[src/rtl/ccks_pkg.sv]
package ccks_pkg;

  // set mode codes
  localparam logic [2:0] MODE_RUN    = 3'd0;
  localparam logic [2:0] MODE_MONTH  = 3'd1;
  localparam logic [2:0] MODE_DAY    = 3'd2;
  localparam logic [2:0] MODE_YEAR   = 3'd3;
  localparam logic [2:0] MODE_HOUR   = 3'd4;
  localparam logic [2:0] MODE_MINUTE = 3'd5;

  // transaction kinds carried in tuser
  localparam logic CMD_TICK = 1'b0;
  localparam logic CMD_KEY  = 1'b1;

  // key codes
  localparam logic [2:0] KEY_NEXT = 3'd1;
  localparam logic [2:0] KEY_UP   = 3'd2;
  localparam logic [2:0] KEY_DOWN = 3'd3;
  localparam logic [2:0] KEY_SET  = 3'd4;

  // counter limits and reset values
  localparam logic [13:0] YEAR_LAST    = 14'd9999;
  localparam logic [13:0] YEAR_RESET   = 14'd2019;
  localparam logic [5:0]  SEC_LAST     = 6'd59;
  localparam logic [5:0]  MIN_LAST     = 6'd59;
  localparam logic [4:0]  HOUR_LAST    = 5'd23;
  localparam logic [3:0]  MONTH_LAST   = 4'd12;
  localparam logic [7:0]  TPS_RESET    = 8'd10;

  // widths of the transaction data
  localparam int IN_DATA_W  = 8;
  localparam int OUT_DATA_W = 56;

  // clock and calendar state
  typedef struct packed {
    logic [7:0]  tick_count;
    logic [5:0]  seconds;
    logic [5:0]  minutes;
    logic [4:0]  hours;
    logic [4:0]  day;
    logic [3:0]  month;
    logic [13:0] year;
    logic [2:0]  mode;
  } ccks_state_t;

  // input stage to update logic
  typedef struct packed {
    logic       valid;
    logic       cmd;
    logic [2:0] key;
  } ccks_item_t;

endpackage

[src/rtl/calendar_clock_with_key_setting.sv]
// Calendar clock with key setting. Each input transaction is either a time
// tick (tuser 0) or a key event (tuser 1, key code in tdata), and each one
// produces exactly one output transaction holding a snapshot of month, day,
// year, hour, minute, second, tick count and set mode after that item. Ticks
// advance the clock every ticks_per_second ticks (written through the
// configuration port, reset 10) unless set mode is active. The block takes one
// transaction per clock cycle while the output is not stalled; an accepted item
// waits in the input register and then passes through the combinational update
// logic into the output register, and backpressure on the output stalls the
// input only once both registers are full.
module calendar_clock_with_key_setting (
  input  logic                            clk,
  input  logic                            rst,
  input  logic                            cfg_wr_en,
  input  logic [7:0]                      cfg_wr_data,  // ticks_per_second
  input  logic                            s_tvalid,
  output logic                            s_tready,
  input  logic                            s_tuser,      // cmd
  input  logic [ccks_pkg::IN_DATA_W-1:0]  s_tdata,      // key [2:0]
  output logic                            m_tvalid,
  input  logic                            m_tready,
  // month_out [3:0], day_out [8:4], year_out [22:9], hour_out [27:23],
  // minute_out [33:28], second_out [39:34], tick_count_out [47:40],
  // mode_out [50:48], zero fill above
  output logic [ccks_pkg::OUT_DATA_W-1:0] m_tdata
);
  import ccks_pkg::*;

  logic        take;
  ccks_item_t  item;
  ccks_state_t state;
  ccks_state_t state_next;
  logic [7:0]  ticks_per_second;

  // process the held item when the output register can take its result
  assign take = item.valid && (!m_tvalid || m_tready);

  ccks_in_stage u_in (
    .clk      (clk),
    .rst      (rst),
    .s_tvalid (s_tvalid),
    .s_tready (s_tready),
    .s_tuser  (s_tuser),
    .s_tdata  (s_tdata),
    .take     (take),
    .item     (item)
  );

  ccks_update u_update (
    .cur              (state),
    .cmd              (item.cmd),
    .key              (item.key),
    .ticks_per_second (ticks_per_second),
    .nxt              (state_next)
  );

  // configuration register
  always_ff @(posedge clk) begin
    if (rst) begin
      ticks_per_second <= TPS_RESET;
    end else if (cfg_wr_en) begin
      ticks_per_second <= cfg_wr_data;
    end
  end

  // clock state
  always_ff @(posedge clk) begin
    if (rst) begin
      state.tick_count <= 8'd0;
      state.seconds    <= 6'd0;
      state.minutes    <= 6'd0;
      state.hours      <= 5'd0;
      state.day        <= 5'd1;
      state.month      <= 4'd1;
      state.year       <= YEAR_RESET;
      state.mode       <= MODE_RUN;
    end else if (take) begin
      state <= state_next;
    end
  end

  // output register valid
  always_ff @(posedge clk) begin
    if (rst) begin
      m_tvalid <= 1'b0;
    end else if (take) begin
      m_tvalid <= 1'b1;
    end else if (m_tready) begin
      m_tvalid <= 1'b0;
    end
  end

  // output register data
  always_ff @(posedge clk) begin
    if (take) begin
      m_tdata <= {5'd0, state_next.mode, state_next.tick_count, state_next.seconds,
                  state_next.minutes, state_next.hours, state_next.year,
                  state_next.day, state_next.month};
    end
  end

endmodule

[src/rtl/ccks_in_stage.sv]
module ccks_in_stage (
  input  logic                          clk,
  input  logic                          rst,
  input  logic                          s_tvalid,
  output logic                          s_tready,
  input  logic                          s_tuser,  // cmd
  input  logic [ccks_pkg::IN_DATA_W-1:0] s_tdata, // key [2:0], zero fill above
  input  logic                          take,
  output ccks_pkg::ccks_item_t          item
);
  import ccks_pkg::*;

  ccks_item_t item_next;

  // register is free when empty or being consumed this cycle
  assign s_tready = !item.valid || take;

  // load a new transaction or drain the held one
  always_comb begin
    item_next = item;
    if (s_tvalid && s_tready) begin
      item_next.valid = 1'b1;
      item_next.cmd   = s_tuser;
      item_next.key   = s_tdata[2:0];
    end else if (take) begin
      item_next.valid = 1'b0;
    end
  end

  always_ff @(posedge clk) begin
    if (rst) begin
      item <= '0;
    end else begin
      item <= item_next;
    end
  end

endmodule

[src/rtl/ccks_update.sv]
module ccks_update (
  input  ccks_pkg::ccks_state_t cur,
  input  logic                  cmd,
  input  logic [2:0]            key,
  input  logic [7:0]            ticks_per_second,
  output ccks_pkg::ccks_state_t nxt
);
  import ccks_pkg::*;

  localparam logic [4:0] MONTH_LEN [12] = '{
    5'd31, 5'd28, 5'd31, 5'd30, 5'd31, 5'd30,
    5'd31, 5'd31, 5'd30, 5'd31, 5'd30, 5'd31
  };

  // month length, leap february when year is a nonzero multiple of four
  function automatic logic [4:0] days_in_month(input logic [3:0] m, input logic [13:0] y);
    logic [3:0] mi;
    logic [4:0] n;
    mi = (m < 4'd1 || m > MONTH_LAST) ? 4'd0 : m - 4'd1;
    n  = MONTH_LEN[mi];
    if (m == 4'd2 && y != 14'd0 && y[1:0] == 2'b00) n = 5'd29;
    return n;
  endfunction

  // step up or down between lo and hi with wrap
  function automatic logic [13:0] step_wrap(input logic [13:0] v, input logic [13:0] lo,
                                            input logic [13:0] hi, input logic up);
    logic [13:0] r;
    if (up) r = (v >= hi) ? lo : v + 14'd1;
    else    r = (v <= lo) ? hi : v - 14'd1;
    return r;
  endfunction

  logic [8:0]  tick_inc;
  logic [5:0]  day_inc;
  logic [4:0]  dim_cur;
  logic [4:0]  dim_new;
  logic        up;
  logic [13:0] stepped;
  ccks_state_t keyed;

  assign tick_inc = {1'b0, cur.tick_count} + 9'd1;
  assign day_inc  = {1'b0, cur.day} + 6'd1;
  assign dim_cur  = days_in_month(cur.month, cur.year);
  assign up       = (key == KEY_UP);

  // field step in set mode
  always_comb begin
    case (cur.mode)
      MODE_MONTH: stepped = step_wrap({10'd0, cur.month}, 14'd1, {10'd0, MONTH_LAST}, up);
      MODE_DAY:   stepped = step_wrap({9'd0, cur.day}, 14'd1, {9'd0, dim_cur}, up);
      MODE_YEAR:  stepped = step_wrap(cur.year, 14'd0, YEAR_LAST, up);
      MODE_HOUR:  stepped = step_wrap({9'd0, cur.hours}, 14'd0, {9'd0, HOUR_LAST}, up);
      default:    stepped = step_wrap({8'd0, cur.minutes}, 14'd0, {8'd0, MIN_LAST}, up);
    endcase
  end

  // key handling before the day check
  always_comb begin
    keyed = cur;
    if (cur.mode == MODE_RUN) begin
      if (key == KEY_SET) keyed.mode = MODE_MONTH;
    end else if (key == KEY_SET) begin
      keyed.mode = MODE_RUN;
    end else if (key == KEY_NEXT) begin
      keyed.mode = (cur.mode >= MODE_MINUTE) ? MODE_MONTH : cur.mode + 3'd1;
    end else if (key == KEY_UP || key == KEY_DOWN) begin
      case (cur.mode)
        MODE_MONTH: keyed.month   = stepped[3:0];
        MODE_DAY:   keyed.day     = stepped[4:0];
        MODE_YEAR:  keyed.year    = stepped;
        MODE_HOUR:  keyed.hours   = stepped[4:0];
        default:    keyed.minutes = stepped[5:0];
      endcase
    end
  end

  assign dim_new = days_in_month(keyed.month, keyed.year);

  // tick cascade or key result with day check
  always_comb begin
    nxt = cur;
    if (cmd == CMD_TICK) begin
      if (cur.mode == MODE_RUN) begin
        if (tick_inc < {1'b0, ticks_per_second}) begin
          nxt.tick_count = tick_inc[7:0];
        end else begin
          nxt.tick_count = 8'd0;
          if (cur.seconds < SEC_LAST) begin
            nxt.seconds = cur.seconds + 6'd1;
          end else begin
            nxt.seconds = 6'd0;
            if (cur.minutes < MIN_LAST) begin
              nxt.minutes = cur.minutes + 6'd1;
            end else begin
              nxt.minutes = 6'd0;
              if (cur.hours < HOUR_LAST) begin
                nxt.hours = cur.hours + 5'd1;
              end else begin
                nxt.hours = 5'd0;
                if (day_inc <= {1'b0, dim_cur}) begin
                  nxt.day = day_inc[4:0];
                end else begin
                  nxt.day = 5'd1;
                  if (cur.month < MONTH_LAST) begin
                    nxt.month = cur.month + 4'd1;
                  end else begin
                    nxt.month = 4'd1;
                    nxt.year  = (cur.year >= YEAR_LAST) ? 14'd0 : cur.year + 14'd1;
                  end
                end
              end
            end
          end
        end
      end
    end else begin
      nxt = keyed;
      if (keyed.day > dim_new || keyed.day < 5'd1) nxt.day = 5'd1;
    end
  end

endmodule

[config.mk]
export PLATFORM = sky130hd
export DESIGN_NAME = calendar_clock_with_key_setting
export DESIGN_NICKNAME = d
export VERILOG_FILES = /design/src/rtl/ccks_pkg.sv /design/src/rtl/calendar_clock_with_key_setting.sv /design/src/rtl/ccks_in_stage.sv /design/src/rtl/ccks_update.sv
export SDC_FILE = /design/constraint.sdc
export NUM_CORES = 1
export LEC_CHECK = 0
export BUFFER_PORTS_ARGS = -buffer_cell sky130_fd_sc_hd__clkbuf_2
export CORE_MARGIN = 5
export CORE_UTILIZATION = 40
export CTS_CLUSTER_SIZE = 8
export DETAILED_ROUTE_END_ITERATION = 7
export MAX_ROUTING_LAYER = met4
export SKIP_CTS_REPAIR_TIMING = 1
export SYNTH_ARGS = -nofsm -noshare
export SYNTH_HDL_FRONTEND = slang
export SYNTH_SLANG_ARGS = --single-unit
[constraint.sdc]
create_clock -name clk -period 7.2 [get_ports clk]
set_input_delay 0.36 -clock clk [delete_from_list [all_inputs] [get_ports clk]]
set_output_delay 0.36 -clock clk [all_outputs]
set_load 0.01 [all_outputs]
== Word-level counts from Yosys, hierarchy flattened ==
Memories as Yosys holds them, arrays and structs flattened.
Cells that the tools add are included.
Storage, ports and cells
  register bits after elaboration: 116
  memory bits (read-only): 160
  output and inout port bits: 58
  word-level logic and storage cells: 152
  memories: 2
Memory list
  (no name shown): words 16, width 5, rd ports 1, clocked after memory_dff 0, wr ports 0, line ccks_update.sv:20  | n = MONTH_LEN[mi];
  (no name shown): words 16, width 5, rd ports 1, clocked after memory_dff 0, wr ports 0, line ccks_update.sv:20
Cells by class
  $add $sub $neg: 19
  $lt $le $gt $ge: 25
  equality and inequality tests: 10
  multiplexer cells: 58
  bitwise gates (word level): 2
  reduce and logical (&&, ||, !) cells: 22
Operators with widths (number)
  14-bit 2-to-1 mux: 17
  34-bit 2-to-1 mux: 5
  48-bit 2-to-1 mux: 2
  14-bit case mux with 4 select lines: 1
  5-bit 2-to-1 mux: 11
  40-bit 2-to-1 mux: 1
  28-bit 2-to-1 mux: 1
  14-bit nonzero test: 2
  23-bit 2-to-1 mux: 1
  5-bit by 1-bit adder with 6-bit output, second input constant: 3
  18-bit 2-to-1 mux: 1
  3-bit 2-to-1 mux: 6
  6-bit 2-to-1 mux: 3
  4-bit 2-to-1 mux: 4
  5-bit >= comparator, second input constant: 3
  14-bit by 1-bit adder with 14-bit output, second input constant: 1
  14-bit >= comparator, second input constant: 1
  14-bit by 1-bit <= comparator with 1-bit output, second input constant: 1
  14-bit by 1-bit subtractor with 14-bit output, second input constant: 1
  6-bit by 1-bit adder with 6-bit output, second input constant: 2
  3-bit by 2-bit equality test with 1-bit output, second input constant: 4
  6-bit less-than comparator, second input constant: 2
  5-bit by 1-bit subtractor with 6-bit output, second input constant: 2
  5-bit by 1-bit <= comparator with 1-bit output, second input constant: 2
  other kinds (36): 59

== Depth between registers and ports, before layout ==
  depth in word-level cells: 29
  gate-level depth with buffers: 26
  depth with buffers taken out: 25

== Modules after synthesis ==
A second synthesis with hierarchy kept.
Second synthesis, totals
  cell total of the unflattened synthesis: 1128
  area total of the unflattened synthesis: 9265.1 um^2
Modules (own cells, without submodules)
  ccks_update: times used 1, cells an instance 797, area each 4872.2 um^2
  calendar_clock_with_key_setting: times used 1, cells an instance 309, area each 4175.3 um^2
  ccks_in_stage: times used 1, cells an instance 22, area each 217.7 um^2

== Worst setup path before layout ==
OpenSTA, ideal clock, no wires.
  path type: flip-flop to flip-flop
  start: reg state[17] in the netlist's numbering
  end: reg m_tdata[5] in the netlist's numbering (data pin)
  library setup time: 0.259 ns
  arrival time: 4.850 ns
  path slack: 2.091 ns
  cell stages (with the launch flop): 24
  path buffers: 1
  cells stage by stage: dfxtp_1 -> clkbuf_1 -> inv_1 -> ha_1 -> nor2_1 -> o21ai_0 -> nand4_1 -> ha_1 -> nand2b_1 -> a21o_1 -> nor2b_1 -> nor3_1 -> o311ai_1 -> mux2i_1 -> ha_1 -> or3b_1 -> a21boi_0 -> o41ai_1 -> ha_1 -> nand2_1 -> o21ai_0 -> o41ai_1 -> a31oi_1 -> a22o_2
RTL lines
  start, declared: line calendar_clock_with_key_setting.sv:31  | ccks_state_t state;
  start signal, assigned: line calendar_clock_with_key_setting.sv:78  | state <= state_next;
  end signal, assigned: line calendar_clock_with_key_setting.sv:96  | m_tdata <= {5'd0, state_next.mode, state_next.tick_count, state_next.seconds,
  end, declared: line calendar_clock_with_key_setting.sv:25  | output logic [ccks_pkg::OUT_DATA_W-1:0] m_tdata

==> impl_results.md <==
- Post-synth EDFFs: 51
- Ys async rst share: 0%
- Dpl cell area: 9356 µm²
- Number of warnings issued by yosys: 0
- Reg-to-reg startpoint: state[17]
- Clock Path Buffers: 2
- Worst clock skew: 10.91 ps
- Post-synth top area share: 17.22%
- Pwr dens: 198.4 nW/µm²
- F_max: 156.3 MHz
- Total of max-cap violations: 0
- Share of the yosys chip area belonging to registers: 31.84%
- Largest cells by area after synthesis: edfxtp_1 (17%), dfxtp_1 (15%), ha_1 (5.3%), nor2_1 (4.9%), a21oi_1 (4.7%)
- Reg clk slew, reported paths: 60 ps
- Vias: 8801
- Avg Cell Area, Syn: 7.950 µm²
- Post-route ant nets: 0
- Area growth syn-to-layout: 12.14%
- DR WL/cell: 20.05 µm
- Layout cell share with drive strength beyond 1: 13.13%
- First drt pass iteration count: 8
- DR DRC count: 4
- Hold crit path type: in -> reg
- Num CTS Buffers: 17
- Final Hold Fails: 0
- Global route overflow: 0
- Mapped Area: 8896 µm²
- Number of synthesized register bits: 116
- Die W: 159.1 µm
- Ys flop type: dfxtp_1
- R2R Setup Slk: 800 ps
- Critical path arrival: 6750 ps
- First-pass GRT wire length: 45.71 mm
- CP Capture Type: flip-flop
- Final setup violation count: 0
- Minimum clock period: 6399 ps
- Antenna cells: 0
- Die height: 159.1 µm
- Pin count of the biggest net entering global routing: 58
- Startpoint class of the critical path: flip-flop
- Root Buffer: clkbuf_16
- Gr usage total: 22.63%
- Hold_sp: cfg_wr_data[3]
- Slew margin rel.: 24.45%
- CP max FO: 14
- Violated checks: DRC
- Max Slew Vio Count: 0
- Final core occ: 45.57%
- Die Area: 25320 µm²
- Fin crit share: 88.88%
- H-tree levels: 4
- Worst slew pin tran: 1125 ps
- Syn Inst Count: 1119
- Max VDD drop: 154.2 µV
- Placeable core area: 21890 µm²
- Setup_tns: 0 ps
- Critical path class: reg -> reg
- Post-route cell area: 9976 µm²
- Leading area contributor after synthesis: edfxtp_1
- Rows: 54
- Initial antenna violation count: 0
- Placer congestion estimate: 0.9567
- CTS Sinks: 116
- DR iter-0 viols: 794
- Final WL: 28.84 mm
- RSZ-0062 raised after global routing: false
- Worst-Skew Late Latency: 440 ps
- Vias in the first global route: 8263
- CTS tree: yes
- DR vias/cell: 6.120
- Static leakage: 3.825 nW
- Distinct cell type count after synthesis: 99
- Status: finished, violations left
- IO buf count: 69
- HPWL after DPL: 19.72 mm
- Filler Cells Inserted: 2225
- Final nets: 1205
- Worst Setup SP: state[17]
- Pre-CTS setup slack: 986.5 ps
- # IOs: 80
- Initial Util: 40.64%
- WP data required: 7550 ps
- Setup ws final: 801.0 ps
## final timing paths
kind,end,depth (start not counted)
hold reg to reg,ticks_per_second[1],2
setup / recovery,state[22],22
hold / removal,ticks_per_second[3],3
setup reg to reg,state[22],22
## where the power goes
part           switching [mW]  leakage [nW]  total [mW]  internal, mW
Combinational           0.194          2.52       0.295         0.101
Clock                   0.330         0.303       0.924         0.595
Sequential             0.0384          1.00       0.759         0.721
Total                   0.562          3.83        1.98          1.42
## cell usage after synthesis, types with 7 or more instances
cell type	instances
a21oi_1	84
edfxtp_1	51
nor4_1	13
nand3_1	52
buf_4	8
clkbuf_1	48
dfxtp_1	65
nor2b_1	14
mux2i_1	19
a31oi_1	24
a22oi_1	8
and3_1	14
o21a_1	7
a211oi_1	20
inv_1	45
xor2_1	15
buf_2	15
buf_1	9
ha_1	38
o211ai_1	15
nand4_1	16
nor3_1	42
o21ai_0	59
xnor2_1	15
nor2_1	117
o31ai_1	12
a21o_1	12
nand2b_1	14
nand2_1	106
## placed cells by master (no fill, tap or decap), types with 7 or more instances in the layout
cell type / instances
nand4_1: 16
o31ai_1: 12
nor2_1: 117
mux2i_1: 19
clkbuf_2: 69
buf_4: 17
a31oi_1: 24
ha_1: 38
nor2b_1: 14
o211ai_1: 15
nand2b_1: 13
nand3_1: 52
nor4_1: 13
a21o_1: 12
o21a_1: 7
xnor2_1: 15
o21ai_0: 59
a211oi_1: 20
inv_1: 45
and3_1: 14
dfxtp_1: 65
nand2_1: 106
nor3_1: 42
a21oi_1: 84
a22oi_1: 8
clkbuf_16: 17
xor2_1: 15
edfxtp_1: 51
## sequential cells by signal, summed over array words and instances (netlist names)
register / count
state: 51
m_tvalid: 1
m_tdata: 51
u_in.item: 5
ticks_per_second: 8
## per-stage QoR
| step | total power [mW] | hold WS, ps | cells |
|---|---|---|---|
| after floorplan | 0.9726 | 454.3 | 1123 |
| after global placement | 1.061 | 475.1 | 1406 |
| after detailed placement | 1.063 | 485.3 | 1406 |
| after CTS | 1.987 | 141.4 | 1438 |
| after global routing | 2.047 | 165.1 | 1438 |
| final | 1.979 | 146.2 | 1438 |
## cell families after synthesis
logic type               count (synthesis)  synth area share, %
AO/OA/AOI/OAI                          350                27.23
buffers and inverters                  130                6.287
XOR/XNOR                                30                2.954
other                                    1              0.04215
adder cells (fa/ha/maj)                 38                5.345
flip-flops                             116                31.84
AND/OR/NAND/NOR                        432                23.76
multiplexers                            22                2.546
## critical path: stages (launching register included)
cell,delay [ps]
dfxtp_1,620
inv_1,190
ha_1,430
nor2b_1,170
a32oi_1,340
nand2_1,140
ha_1,310
a211oi_1,80
o221a_2,300
a211oi_1,550
a21oi_1,330
nor3b_1,280
o2111ai_1,200
o211ai_1,280
o21ai_1,110
ha_1,320
nor2b_1,130
o21ai_0,520
nor4_1,100
a31oi_1,370
a22o_2,270
nor2_1,50
a211oi_1,210
## cell type report
type | instances | area (µm²) | share of cell area (%)
multi-input cells | 877 | 5522 | 55.35
inverters | 47 | 178.9 | 1.794
clock buffers | 22 | 464.2 | 4.653
flip-flops and latches | 116 | 2833 | 28.40
well taps | 280 | 350.3 | 3.512
repair buffers | 86 | 473.0 | 4.741
clock inverters | 10 | 155.1 | 1.555
## per-layer routing
metal | up-vias | GRT usage (%) | part of all wire [%]
met5 | - | - | 0
met4 | 0 | 7.949 | 2.6
met3 | 64 | 3.469 | 6.6
met2 | 353 | 34.69 | 45
met1 | 4169 | 30.52 | 45
li1 | 4215 | - | -
(Power assumes the default switching activity.)
